### config.mk
export PLATFORM = sky130hd
export DESIGN_NAME = serial_command_line_dispatcher_unit
export DESIGN_NICKNAME = d
export VERILOG_FILES = /design/src/rtl/scld_pkg.sv /design/src/rtl/scld_line_store.sv /design/src/rtl/serial_command_line_dispatcher_unit.sv
export VERILOG_INCLUDE_DIRS = /design/src /design/src/rtl
export SDC_FILE = /design/constraint.sdc
export NUM_CORES = 1
export LEC_CHECK = 0
export ABC_AREA = 1
export BUFFER_PORTS_ARGS = -buffer_cell sky130_fd_sc_hd__buf_2
export CAP_MARGIN = 20
export CORE_ASPECT_RATIO = 1.2
export CORE_UTILIZATION = 50
export DETAILED_ROUTE_END_ITERATION = 16
export HOLD_SLACK_MARGIN = 0.15
export PLACE_DENSITY = 0.68
export RECOVER_POWER = 100
export SYNTH_ARGS = -nofsm -noshare
export SYNTH_HDL_FRONTEND = slang
export SYNTH_HIERARCHICAL = 1
export SYNTH_SLANG_ARGS = --single-unit
### constraint.sdc
create_clock -name clk_i -period 5.34 [get_ports clk_i]
set_input_delay 1.068 -clock clk_i [delete_from_list [all_inputs] [get_ports clk_i]]
set_output_delay 1.068 -clock clk_i [all_outputs]
set_load 0.01 [all_outputs]
### src/rtl/serial_command_line_dispatcher_unit_defines.svh
// assertion helpers shared by the dispatcher rtl
`ifndef SERIAL_COMMAND_LINE_DISPATCHER_UNIT_DEFINES_SVH
`define SERIAL_COMMAND_LINE_DISPATCHER_UNIT_DEFINES_SVH

// same-cycle implication, disabled while reset is low
`define SCLD_ASSERT_IMPLIES(label, clk, rst_n, ante, cons) \
  label: assert property (@(posedge clk) disable iff (!rst_n) (ante) |-> (cons)) \
    else $error("dispatcher check failed");

// next-cycle implication, disabled while reset is low
`define SCLD_ASSERT_NEXT(label, clk, rst_n, ante, cons) \
  label: assert property (@(posedge clk) disable iff (!rst_n) (ante) |=> (cons)) \
    else $error("dispatcher check failed");

`endif

### src/rtl/scld_pkg.sv
`default_nettype none

package scld_pkg;

  localparam int BYTE_W     = 8;
  localparam int CMD_IDX_W  = 3;
  localparam int CFG_IDX_W  = 3;
  localparam int CFG_DATA_W = 64;
  localparam int M_TDATA_W  = 16;

  localparam logic [BYTE_W-1:0] CHAR_NUL = 8'h00;
  localparam logic [BYTE_W-1:0] CHAR_LF  = 8'h0A;
  localparam logic [BYTE_W-1:0] CHAR_CR  = 8'h0D;
  localparam logic [BYTE_W-1:0] CHAR_SP  = 8'h20;

  // register indexes of the configuration port
  localparam logic [CFG_IDX_W-1:0] REG_COMMAND_COUNT = 3'd0;
  localparam logic [CFG_IDX_W-1:0] REG_CMD_WORD_0    = 3'd1;

endpackage

`default_nettype wire

### src/rtl/scld_line_store.sv
`default_nettype none

module scld_line_store #(
  parameter int DEPTH = 32,
  parameter int AW    = 5
) (
  input  wire logic                         clk_i,
  input  wire logic                         wr_en_i,
  input  wire logic [AW-1:0]                wr_addr_i,
  input  wire logic [scld_pkg::BYTE_W-1:0]  wr_data_i,
  input  wire logic                         rd_en_i,
  input  wire logic [AW-1:0]                rd_addr_i,
  output logic      [scld_pkg::BYTE_W-1:0]  rd_data_o
);

  logic [scld_pkg::BYTE_W-1:0] mem_q [DEPTH];

  always_ff @(posedge clk_i) begin
    if (wr_en_i) begin
      mem_q[wr_addr_i] <= wr_data_i;
    end
  end

  // read data holds while no read is issued
  always_ff @(posedge clk_i) begin
    if (rd_en_i) begin
      rd_data_o <= mem_q[rd_addr_i];
    end
  end

endmodule

`default_nettype wire

### src/rtl/serial_command_line_dispatcher_unit.sv
// Serial command line dispatcher.
// Input stream: one received byte per beat on s_tdata[7:0]. Bytes are stored
// in a line memory until CR or LF; bytes beyond LINE_CHARS are dropped.
// At a line end the first word is compared, in order, against the command
// words written through the configuration port (abbreviations match), and on
// a match the argument bytes leave on the output stream, one per beat, with
// the command index; a line without arguments gives one beat with tuser low.
// tlast marks the final beat of a command. No match gives no beat.
// Throughput: an ordinary byte is taken in one cycle. A line-end byte keeps
// s_tready low while the first word is scanned and the arguments are walked:
// the line memory has one read port with a registered output, so the word
// scan and the argument walk each read one char a cycle, the walk only while
// the output is free. S_SCAN, S_MATCH and S_SKIP precede the first result.
// A stalled receiver holds the output register; the argument walk waits on
// it, and once the last beat is loaded new bytes are accepted again.
// Reset clears the line length, the output valid and the configuration
// (command count zero, so nothing matches until words are written).
`default_nettype none
`include "serial_command_line_dispatcher_unit_defines.svh"

module serial_command_line_dispatcher_unit #(
  parameter int LINE_CHARS   = 32,
  parameter int NUM_COMMANDS = 7,
  parameter int CMD_CHARS    = 8
) (
  input  wire logic                                clk_i,
  input  wire logic                                rst_ni,
  input  wire logic                                cfg_we_i,
  input  wire logic [scld_pkg::CFG_IDX_W-1:0]      cfg_index_i,
  input  wire logic [scld_pkg::CFG_DATA_W-1:0]     cfg_data_i,
  input  wire logic                                s_tvalid,
  output logic                                     s_tready,
  // fields: rx_byte [7:0]
  input  wire logic [scld_pkg::BYTE_W-1:0]         s_tdata,
  output logic                                     m_tvalid,
  input  wire logic                                m_tready,
  // fields: command_index [2:0], arg_byte [10:3], zero fill [15:11]
  output logic      [scld_pkg::M_TDATA_W-1:0]      m_tdata,
  // fields: has_arg [0]
  output logic                                     m_tuser,
  output logic                                     m_tlast
);

  localparam int LW = $clog2(LINE_CHARS + 1);
  localparam int PW = $clog2(LINE_CHARS + 2);
  localparam int IW = $clog2(LINE_CHARS);
  localparam int CW = (CMD_CHARS > 1) ? $clog2(CMD_CHARS) : 1;
  localparam int BW = scld_pkg::BYTE_W;
  localparam int XW = scld_pkg::CMD_IDX_W;

  localparam logic [2:0] S_IDLE  = 3'd0;
  localparam logic [2:0] S_SCAN  = 3'd1;
  localparam logic [2:0] S_MATCH = 3'd2;
  localparam logic [2:0] S_SKIP  = 3'd3;
  localparam logic [2:0] S_FIRST = 3'd4;
  localparam logic [2:0] S_NEXT  = 3'd5;

  logic [2:0]              state_q, state_d;
  logic [LW-1:0]           len_q, len_d;
  logic [PW-1:0]           pos_q, pos_d, pos_nx, len_ext;
  logic [NUM_COMMANDS-1:0] flag_q, flag_d, char_ok;
  logic [XW-1:0]           idx_q, idx_d, hit_idx, cnt_eff;
  logic                    hit;
  logic [BW-1:0]           cur_q, cur_d;
  logic [XW-1:0]           cmd_count_q;
  logic [BW-1:0]           cmd_char_q [NUM_COMMANDS][CMD_CHARS];

  logic                    m_valid_q;
  logic [XW-1:0]           out_idx_q;
  logic [BW-1:0]           out_byte_q;
  logic                    out_has_q, out_last_q;

  logic                    load, ld_has, ld_last;
  logic [BW-1:0]           ld_byte;
  logic                    rd_en, wr_en;
  logic [IW-1:0]           rd_addr;
  logic [BW-1:0]           rd_data;
  logic                    pos_lt_len, nx_lt_len, out_free, in_acc, is_end;

  scld_line_store #(
    .DEPTH (LINE_CHARS),
    .AW    (IW)
  ) u_line_store (
    .clk_i     (clk_i),
    .wr_en_i   (wr_en),
    .wr_addr_i (len_q[IW-1:0]),
    .wr_data_i (s_tdata),
    .rd_en_i   (rd_en),
    .rd_addr_i (rd_addr),
    .rd_data_o (rd_data)
  );

  // configuration registers
  always_ff @(posedge clk_i or negedge rst_ni) begin
    if (!rst_ni) begin
      cmd_count_q <= '0;
      for (int i = 0; i < NUM_COMMANDS; i++) begin
        for (int k = 0; k < CMD_CHARS; k++) begin
          cmd_char_q[i][k] <= scld_pkg::CHAR_NUL;
        end
      end
    end else if (cfg_we_i) begin
      if (cfg_index_i == scld_pkg::REG_COMMAND_COUNT) begin
        cmd_count_q <= cfg_data_i[XW-1:0];
      end
      for (int i = 0; i < NUM_COMMANDS; i++) begin
        if (cfg_index_i == scld_pkg::REG_CMD_WORD_0 + scld_pkg::CFG_IDX_W'(i)) begin
          for (int k = 0; k < CMD_CHARS; k++) begin
            cmd_char_q[i][k] <= cfg_data_i[8*k +: 8];
          end
        end
      end
    end
  end

  assign len_ext    = PW'(len_q);
  assign pos_nx     = pos_q + PW'(1);
  assign pos_lt_len = (pos_q < len_ext);
  assign nx_lt_len  = (pos_nx < len_ext);
  assign out_free   = !m_valid_q || m_tready;
  assign s_tready   = (state_q == S_IDLE);
  assign in_acc     = s_tvalid && s_tready;
  assign is_end     = (s_tdata == scld_pkg::CHAR_LF) || (s_tdata == scld_pkg::CHAR_CR);
  assign cnt_eff    = (int'(cmd_count_q) > NUM_COMMANDS) ? XW'(NUM_COMMANDS) : cmd_count_q;

  // per-command compare of the char at the scan position
  always_comb begin
    logic [BW-1:0] cc;
    for (int i = 0; i < NUM_COMMANDS; i++) begin
      cc = (int'(pos_q) < CMD_CHARS) ? cmd_char_q[i][pos_q[CW-1:0]] : scld_pkg::CHAR_NUL;
      char_ok[i] = (cc != scld_pkg::CHAR_NUL) && (cc == rd_data);
    end
  end

  // first surviving command below the count
  always_comb begin
    hit     = 1'b0;
    hit_idx = '0;
    for (int i = NUM_COMMANDS - 1; i >= 0; i--) begin
      if (flag_q[i] && (XW'(i) < cnt_eff)) begin
        hit     = 1'b1;
        hit_idx = XW'(i);
      end
    end
  end

  always_comb begin
    state_d = state_q;
    len_d   = len_q;
    pos_d   = pos_q;
    flag_d  = flag_q;
    idx_d   = idx_q;
    cur_d   = cur_q;
    rd_en   = 1'b0;
    rd_addr = pos_nx[IW-1:0];
    wr_en   = 1'b0;
    load    = 1'b0;
    ld_byte = scld_pkg::CHAR_NUL;
    ld_has  = 1'b0;
    ld_last = 1'b0;
    case (state_q)
      S_IDLE: begin
        if (in_acc) begin
          if (is_end) begin
            state_d = S_SCAN;
            pos_d   = '0;
            flag_d  = '1;
            rd_en   = (len_q != '0);
            rd_addr = '0;
          end else if (len_q < LW'(LINE_CHARS)) begin
            wr_en = 1'b1;
            len_d = len_q + LW'(1);
          end
        end
      end
      S_SCAN: begin
        if (!pos_lt_len || (rd_data == scld_pkg::CHAR_SP)) begin
          state_d = S_MATCH;
        end else begin
          flag_d = flag_q & char_ok;
          pos_d  = pos_nx;
          rd_en  = nx_lt_len;
        end
      end
      S_MATCH: begin
        if (hit && (pos_q != '0)) begin
          idx_d   = hit_idx;
          pos_d   = pos_nx;
          rd_en   = nx_lt_len;
          state_d = S_SKIP;
        end else begin
          len_d   = '0;
          state_d = S_IDLE;
        end
      end
      S_SKIP: begin
        // one extra space after the word is dropped
        if (pos_lt_len && (rd_data == scld_pkg::CHAR_SP)) begin
          pos_d = pos_nx;
          rd_en = nx_lt_len;
        end
        state_d = S_FIRST;
      end
      S_FIRST: begin
        if (!pos_lt_len || (rd_data == scld_pkg::CHAR_NUL)) begin
          if (out_free) begin
            load    = 1'b1;
            ld_last = 1'b1;
            len_d   = '0;
            state_d = S_IDLE;
          end
        end else begin
          cur_d   = rd_data;
          pos_d   = pos_nx;
          rd_en   = nx_lt_len;
          state_d = S_NEXT;
        end
      end
      S_NEXT: begin
        // rd_data is the lookahead char that decides last
        if (out_free) begin
          load    = 1'b1;
          ld_byte = cur_q;
          ld_has  = 1'b1;
          ld_last = !pos_lt_len || (rd_data == scld_pkg::CHAR_NUL);
          if (ld_last) begin
            len_d   = '0;
            state_d = S_IDLE;
          end else begin
            cur_d = rd_data;
            pos_d = pos_nx;
            rd_en = nx_lt_len;
          end
        end
      end
      default: begin
        state_d = S_IDLE;
        len_d   = '0;
      end
    endcase
  end

  always_ff @(posedge clk_i or negedge rst_ni) begin
    if (!rst_ni) begin
      state_q   <= S_IDLE;
      len_q     <= '0;
      m_valid_q <= 1'b0;
    end else begin
      state_q <= state_d;
      len_q   <= len_d;
      if (load) begin
        m_valid_q <= 1'b1;
      end else if (m_tready) begin
        m_valid_q <= 1'b0;
      end
    end
  end

  always_ff @(posedge clk_i) begin
    pos_q  <= pos_d;
    flag_q <= flag_d;
    idx_q  <= idx_d;
    cur_q  <= cur_d;
    if (load) begin
      out_idx_q  <= idx_q;
      out_byte_q <= ld_byte;
      out_has_q  <= ld_has;
      out_last_q <= ld_last;
    end
  end

  assign m_tvalid = m_valid_q;
  assign m_tdata  = {{(scld_pkg::M_TDATA_W - BW - XW){1'b0}}, out_byte_q, out_idx_q};
  assign m_tuser  = out_has_q;
  assign m_tlast  = out_last_q;

  `SCLD_ASSERT_IMPLIES(a_load_when_free, clk_i, rst_ni, load && m_valid_q, m_tready)
  `SCLD_ASSERT_NEXT(a_end_starts_scan, clk_i, rst_ni, in_acc && is_end, state_q == S_SCAN)
  `SCLD_ASSERT_IMPLIES(a_empty_is_last, clk_i, rst_ni, m_tvalid && !m_tuser, m_tlast)

endmodule

`default_nettype wire

==> results.cfg, run 1 <==
[floorplan]
start_util_pct = 50.7
rows = 108
pin_count = 100
die_w_um = 249
core_area_um2 = 72400
die_area_um2 = 74500
die_height_um = 299

[global_route]
grt_busiest_layer = met2
grt_use_met2_pct = 43.5
met1_usage_pct = 35.1
use_met3_pct = 3.67
grt_pass1_wl_um = 154000
grt_pass1_vias = 27151
antenna_found_initial = 3
grt_start_max_net_pins = 205
track_usage_pct = 26.6
gr-total-overflow = 0

[yosys]
post_synth_num_cell_types = 41
netlist_area_um2 = 36700
avgSynthCellArea_um2 = 8.11
synth_cells = 4524
yosys_warnings = 6
seq_area_frac_synth_pct = 56.1
ys_ff_latch = 762

[pwr]
power_mw = 19.2
ir_drop_mv = 0.323
power_density_nw_per_um2 = 482
p_leak_nw = 19.4

[critical_path]
r2r-start = pos_q[0]$_SDFFCE_PN0P_
path_class = in2reg
endpoint_kind = register
worst_setup_path_start_kind = primary input
worstPathRequired_ns = 5.75
arrival_ns = 4.58
ff2ff_setup_slack_ns = 1.22
path_max_fanout = 56
rr_worst_depth = 13
regToRegEndpoint = flag_q[6]$_SDFFCE_PN1P_

[cts]
cts_max_path_buffers = 3
ctsHoldBuffers = 0
path_clk_slew_ns = 0.06
cts-root-buf = clkbuf_16
clk_latency_ns = 0.64
cts_buffers = 78
post-cts-setup-buffer-count = 0
cts_tree = done
cts_resized = 0
cts.sinks = 762
htree_levels = 3

[sta]
clock_skew_ns = 0.0219
setup_viol = 0
period_share_pct = 78.2
finalCriticalPeriod_ns = 4.17
worstMarginPinSlew_ns = 3.11
hold_ws_ns = 0.430
fmax_mhz = 240
rsz0062_at_grt = false
slew_headroom_pct = -108
finalSetupTns_ns = 0
slew_viol_final = 1015
hold_viol_final = 0

[place]
finalWeightedCongestion = 0.932
portBuffers = 94
dpl-instance-area_um2 = 37500
hpwlAfterDp_um = 62400
dp_cells = 5361

[drt]
avgViaCountPerCell = 5.22
dr.pass1.iters = 6
drc = 0
ant_nets = 0
num_vias = 28748
drt_iter0_drc = 2979
wl_per_cell_um = 17.8
wl_um = 97700

[cells_and_area]
fill_cells = 6737
multi_input_area_um2 = 12500
design_area_um2 = 39900
layout_common_cells = 1,761 x nand2_1, 565 x inv_1, 496 x nand3_1
syn2layout_area_growth_pct = 8.78
finalNetCount = 4600
final_cells = 5503
drive_gt1_share_pct = 5.30
final_common_cell = nand2_1
n_antenna_cell = 0
ff_latch_area_um2 = 20600

[hold_path]
hold_class = reg2reg
hp-start = idx_q[2]$_SDFFCE_PP0P_
hold-path-endpoint = out_idx_q[2]$_DFFE_PP_
hold_path_depth = 0

[run]
drv_cap = 19

[outcome]
violations = max-capacitance violations, max-slew violations
status = finished, violations left
## layer usage
layer  up-vias  share of wire (%)
met3       227                6.2
met1     13427                 42
li1      14168                  -
met5         -              0.027
met4         4                4.7
met2       922                 47
## per-stage QoR
| stage | utilization, % | setup WS (ns) |
|---|---|---|
| after floorplan | - | 2.31 |
| after global placement | 51.8 | 1.27 |
| after detailed placement | 51.8 | 1.17 |
| after CTS | 55.4 | 1.46 |
| after global routing | 55.1 | 0.615 |
| final | 55.1 | 1.17 |
## report_power, final
group / switching (mW) / total, mW / leakage (nW) / internal (mW)
Combinational: 4.38 / 6.21 / 9.63 / 1.82
Clock: 2.35 / 5.66 / 1.30 / 3.31
Sequential: 0.431 / 7.37 / 8.50 / 6.94
Total: 7.17 / 19.2 / 19.4 / 12.1
## synthesized netlist by cell type, drive strengths merged
| master | instances | area share, % |
|---|---|---|
| nand2 | 1762 | 18 |
| inv | 572 | 5.9 |
| nand3 | 497 | 6.8 |
| o21ai | 466 | 6.4 |
| dfrtp | 461 | 31 |
| edfxtp | 301 | 25 |
| nor2 | 145 | 1.5 |
| buf | 138 | 2.7 |
| clkbuf | 114 | 1.2 |
| ha | 14 | 0.48 |
| xor2 | 12 | 0.29 |
| nor3 | 8 | 0.12 |
| a21boi | 7 | 0.14 |
| a21oi | 6 | 0.082 |
| nand4 | 5 | 0.085 |
| clkinv | 4 | 0.041 |
| or2 | 2 | 0.034 |
| a31oi | 1 | 0.017 |
| and2 | 1 | 0.017 |
| and3 | 1 | 0.017 |
| conb | 1 | 0.010 |
| nand3b | 1 | 0.020 |
| nor4 | 1 | 0.017 |
| o21a | 1 | 0.020 |
| o311ai | 1 | 0.024 |
| or3 | 1 | 0.017 |
| xnor2 | 1 | 0.024 |
## worst max-delay path, cell delays in order
cell and delay, ns:
clkbuf_1 0.17, inv_1 0.09, nor3_1 1.18, clkbuf_1 1.73, o21ai_0 0.31
## state kept, by name, indices dropped and copies added (netlist names), 6 cells and up
name                    cells
flag_q                      7
cmd_char_q                448
len_ext                     6
pos_q                       6
out_byte_q                  8
u_line_store/rd_data_o      8
u_line_store/mem_q        256
cur_q                       8
## worst max-delay path by stage
stage / startpoint / end / slack (ns) / cells after the start
2_1_floorplan: s_tdata[1] / u_line_store/mem_q[11][0]$_DFFE_PP_ / 2.31 / 13
3_3_place_gp: s_tdata[1] / u_line_store/mem_q[31][2]$_DFFE_PP_ / 1.27 / 14
3_5_place_dp: s_tdata[1] / u_line_store/mem_q[7][7]$_DFFE_PP_ / 1.17 / 14
4_1_cts: len_ext[2]$_DFFE_PN0P_ / u_line_store/mem_q[7][6]$_DFFE_PP_ / 1.46 / 13
5_1_grt: cfg_index_i[1] / cmd_char_q[40]$_DFFE_PN0P_ / 0.62 / 5
6_report: cfg_index_i[1] / cmd_char_q[41]$_DFFE_PN0P_ / 1.17 / 5
## layout make-up
class                      count  share of cell area, %
multi-input combinational   2938                   31.4
inverter                     576                   5.44
timing repair buffer         150                   2.02
tap                          935                   2.93
sequential                   762                   51.5
clock buffer                 106                   5.43
clock inverter                36                   1.19
## cells by family (layout without fill, tap and decap cells)
family | Yosys count | count (layout) | synth area share [%]
AND/OR/NAND/NOR | 2424 | 2424 | 26.7
buffers and inverters | 828 | 868 | 9.79
flip-flops | 762 | 762 | 56.1
AO/OA/AOI/OAI | 482 | 482 | 6.65
adder cells (fa/ha/maj) | 14 | 14 | 0.477
XOR/XNOR | 13 | 13 | 0.310
other | 1 | 5 | 0.0102
(Power assumes the default switching activity.)
==> run 2, diff against run 1 <==
PLACE_DENSITY = 0.71   (was 0.68)
clock period = 3.65 ns   (was 5.34 ns; I/O delays follow)
==> run 2 against run 1 <==
First-iteration DRC count down 6.0%. Critical path depth up 9. The flow still finishes with violations (max-capacitance violations, max-slew violations). Sequential power up 45%. Highest routed layer unchanged. Via count up 1.2%.
==> results.cfg, run 2 (same netlist as run 1, synthesis figures left out) <==
[floorplan]
die_w_um = 249
pin_count = 100
rows = 108
core_area_um2 = 72400
die_height_um = 299
start_util_pct = 50.7
die_area_um2 = 74500

[place]
hpwlAfterDp_um = 62500
dp_cells = 5405
portBuffers = 94
finalWeightedCongestion = 0.954

[global_route]
grt_start_max_net_pins = 129
gr-total-overflow = 0
grt_pass1_wl_um = 156000
antenna_found_initial = 1
grt_pass1_vias = 27885
track_usage_pct = 26.7

[hold_path]
hold_path_depth = 3
hp-start = cfg_data_i[36]
hold_class = in2reg
hold-path-endpoint = cmd_char_q[28]$_DFFE_PN0P_

[cts]
htree_levels = 3
path_clk_slew_ns = 0.06
cts_max_path_buffers = 3
post-cts-setup-buffer-count = 0
clk_latency_ns = 0.64
cts_resized = 0
cts_buffers = 80
cts-root-buf = clkbuf_16
cts_tree = done
cts.sinks = 762

[drt]
drt_iter0_drc = 2799
drc = 0
wl_per_cell_um = 17.6
dr.pass1.iters = 6
ant_nets = 0
avgViaCountPerCell = 5.24
wl_um = 97800
num_vias = 29102

[cells_and_area]
largest_register_ff_count = 448
finalNetCount = 4647
layout_common_cells = 1,759 x nand2_1, 565 x inv_1, 496 x nand3_1
syn2layout_area_growth_pct = 9.56
n_antenna_cell = 0
reg_top3 = cmd_char_q x448, u_line_store/mem_q x256
final_common_cell = nand2_1
final_cells = 5554
regMostFlops = cmd_char_q
drive_gt1_share_pct = 6.08

[pwr]
power_density_nw_per_um2 = 696
ir_drop_mv = 0.585
p_leak_nw = 19.6

[critical_path]
path_max_fanout = 8
path_class = reg2reg
arrival_ns = 3.80
max_stage_delay_ns = 0.44
worst-path-buf-inv = 3
regToRegEndpoint = u_line_store/mem_q[1][5]$_DFFE_PP_
r2r-start = cmd_count_q[2]$_DFFE_PN0P_
cp_slowest_cell = dfrtp_1
rr_worst_depth = 14
ff2ff_setup_slack_ns = 0.14
endpoint_kind = register
worstPathRequired_ns = 3.94
worst_setup_path_start_kind = register
cp_top_family = simple AND/OR/NAND/NOR gates
path_cells = or2_0, o21ai_0, nand2_1, nor2_1, nand2_1, nand3_1, nand2_1, inv_2, nand2_2, nor2_1, nand3_1, clkbuf_1, nor2_1, clkbuf_2

[sta]
fmax_mhz = 285
finalCriticalPeriod_ns = 3.51
finalSetupTns_ns = 0
setup_viol = 0
rsz0062_at_grt = false
period_share_pct = 96.2
slew_headroom_pct = -64.8
clock_skew_ns = 0.0288
worstMarginPinSlew_ns = 2.47
slew_viol_final = 773
hold_viol_final = 0

[outcome]
violations = max-capacitance violations, max-slew violations
status = finished, violations left

[run]
drv_cap = 14
==> run 2: cell types whose count changed in the layout (fill, tap and decap cells not counted), moves of 4 or more <==
cell,previous run,this run
clkinvlp_4,0,8
clkbuf_2,12,35
clkbuf_1,62,71
buf_12,5,14
bufinv_16,9,2
clkinv_1,7,11
clkbuf_8,9,13
==> run 2: how the worst max path moves through the flow <==
stage,end,from,cells after the start
4_1_cts,u_line_store/mem_q[7][4]$_DFFE_PP_,len_ext[2]$_DFFE_PN0P_,14
2_1_floorplan,u_line_store/mem_q[11][0]$_DFFE_PP_,len_ext[3]$_DFFE_PN0P_,12
3_3_place_gp,u_line_store/rd_data_o[3]$_DFFE_PP_,s_tdata[1],20
5_1_grt,u_line_store/mem_q[1][6]$_DFFE_PP_,cmd_count_q[2]$_DFFE_PN0P_,14
3_5_place_dp,u_line_store/rd_data_o[3]$_DFFE_PP_,s_tdata[0],18
6_report,u_line_store/mem_q[1][5]$_DFFE_PP_,cmd_count_q[2]$_DFFE_PN0P_,14
==> run 2: layout make-up <==
type | count | area [µm²]
fillers | 6668 | 32200
repair buffers | 195 | 1170
flip-flops and latches | 762 | 20600
inverters | 576 | 2170
clock inverters | 40 | 332
multi-input cells | 2938 | 12600
well taps | 935 | 1170
clock buffers | 108 | 2240
==> run 2: layer usage <==
| layer | routed length (µm) | part of all wire [%] | track usage, % | vias up |
|---|---|---|---|---|
| met5 | 13 | 0.013 | 0 | - |
| met4 | 4840 | 4.9 | 14.0 | 2 |
| met3 | 6140 | 6.3 | 3.44 | 209 |
| met2 | 46600 | 48 | 43.6 | 1029 |
| met1 | 40200 | 41 | 34.9 | 13601 |
| li1 | - | - | - | 14261 |
==> run 2: report_power, final <==
part	internal (mW)	total, mW	switching, mW
clock network	4.48	7.99	3.51
registers	10.1	10.7	0.589
logic	2.76	9.27	6.50
==> run 2: timing repair <==
item / CTS / global route
endpoints found under the setup margin: 0 / 0
hold buffers: 1 / 0
endpoints found under the hold margin: 62 / 0
==> run 2: worst reg2reg max path: stages (launching register included) <==
cell	delay [ns]
dfrtp_1	0.44
or2_0	0.25
o21ai_0	0.26
nand2_1	0.15
nor2_1	0.11
nand2_1	0.13
nand3_1	0.24
nand2_1	0.11
inv_2	0.11
nand2_2	0.12
nor2_1	0.26
nand3_1	0.27
clkbuf_1	0.27
nor2_1	0.15
clkbuf_2	0.30
==> run 2: through the flow <==
stage                     setup slack (ns)  cell area, µm²  hold WS (ns)  total power [mW]  utilization [%]
after floorplan                      0.792           36700         0.400              17.3                -
after global placement               0.299           38000         0.440              20.0             52.5
after detailed placement             0.267           38000         0.412              20.1             52.5
after CTS                            0.324           40600         0.281              28.2             56.1
after global routing                0.0374           40200         0.302              29.7             55.5
final                                0.140           40200         0.308              28.0             55.5
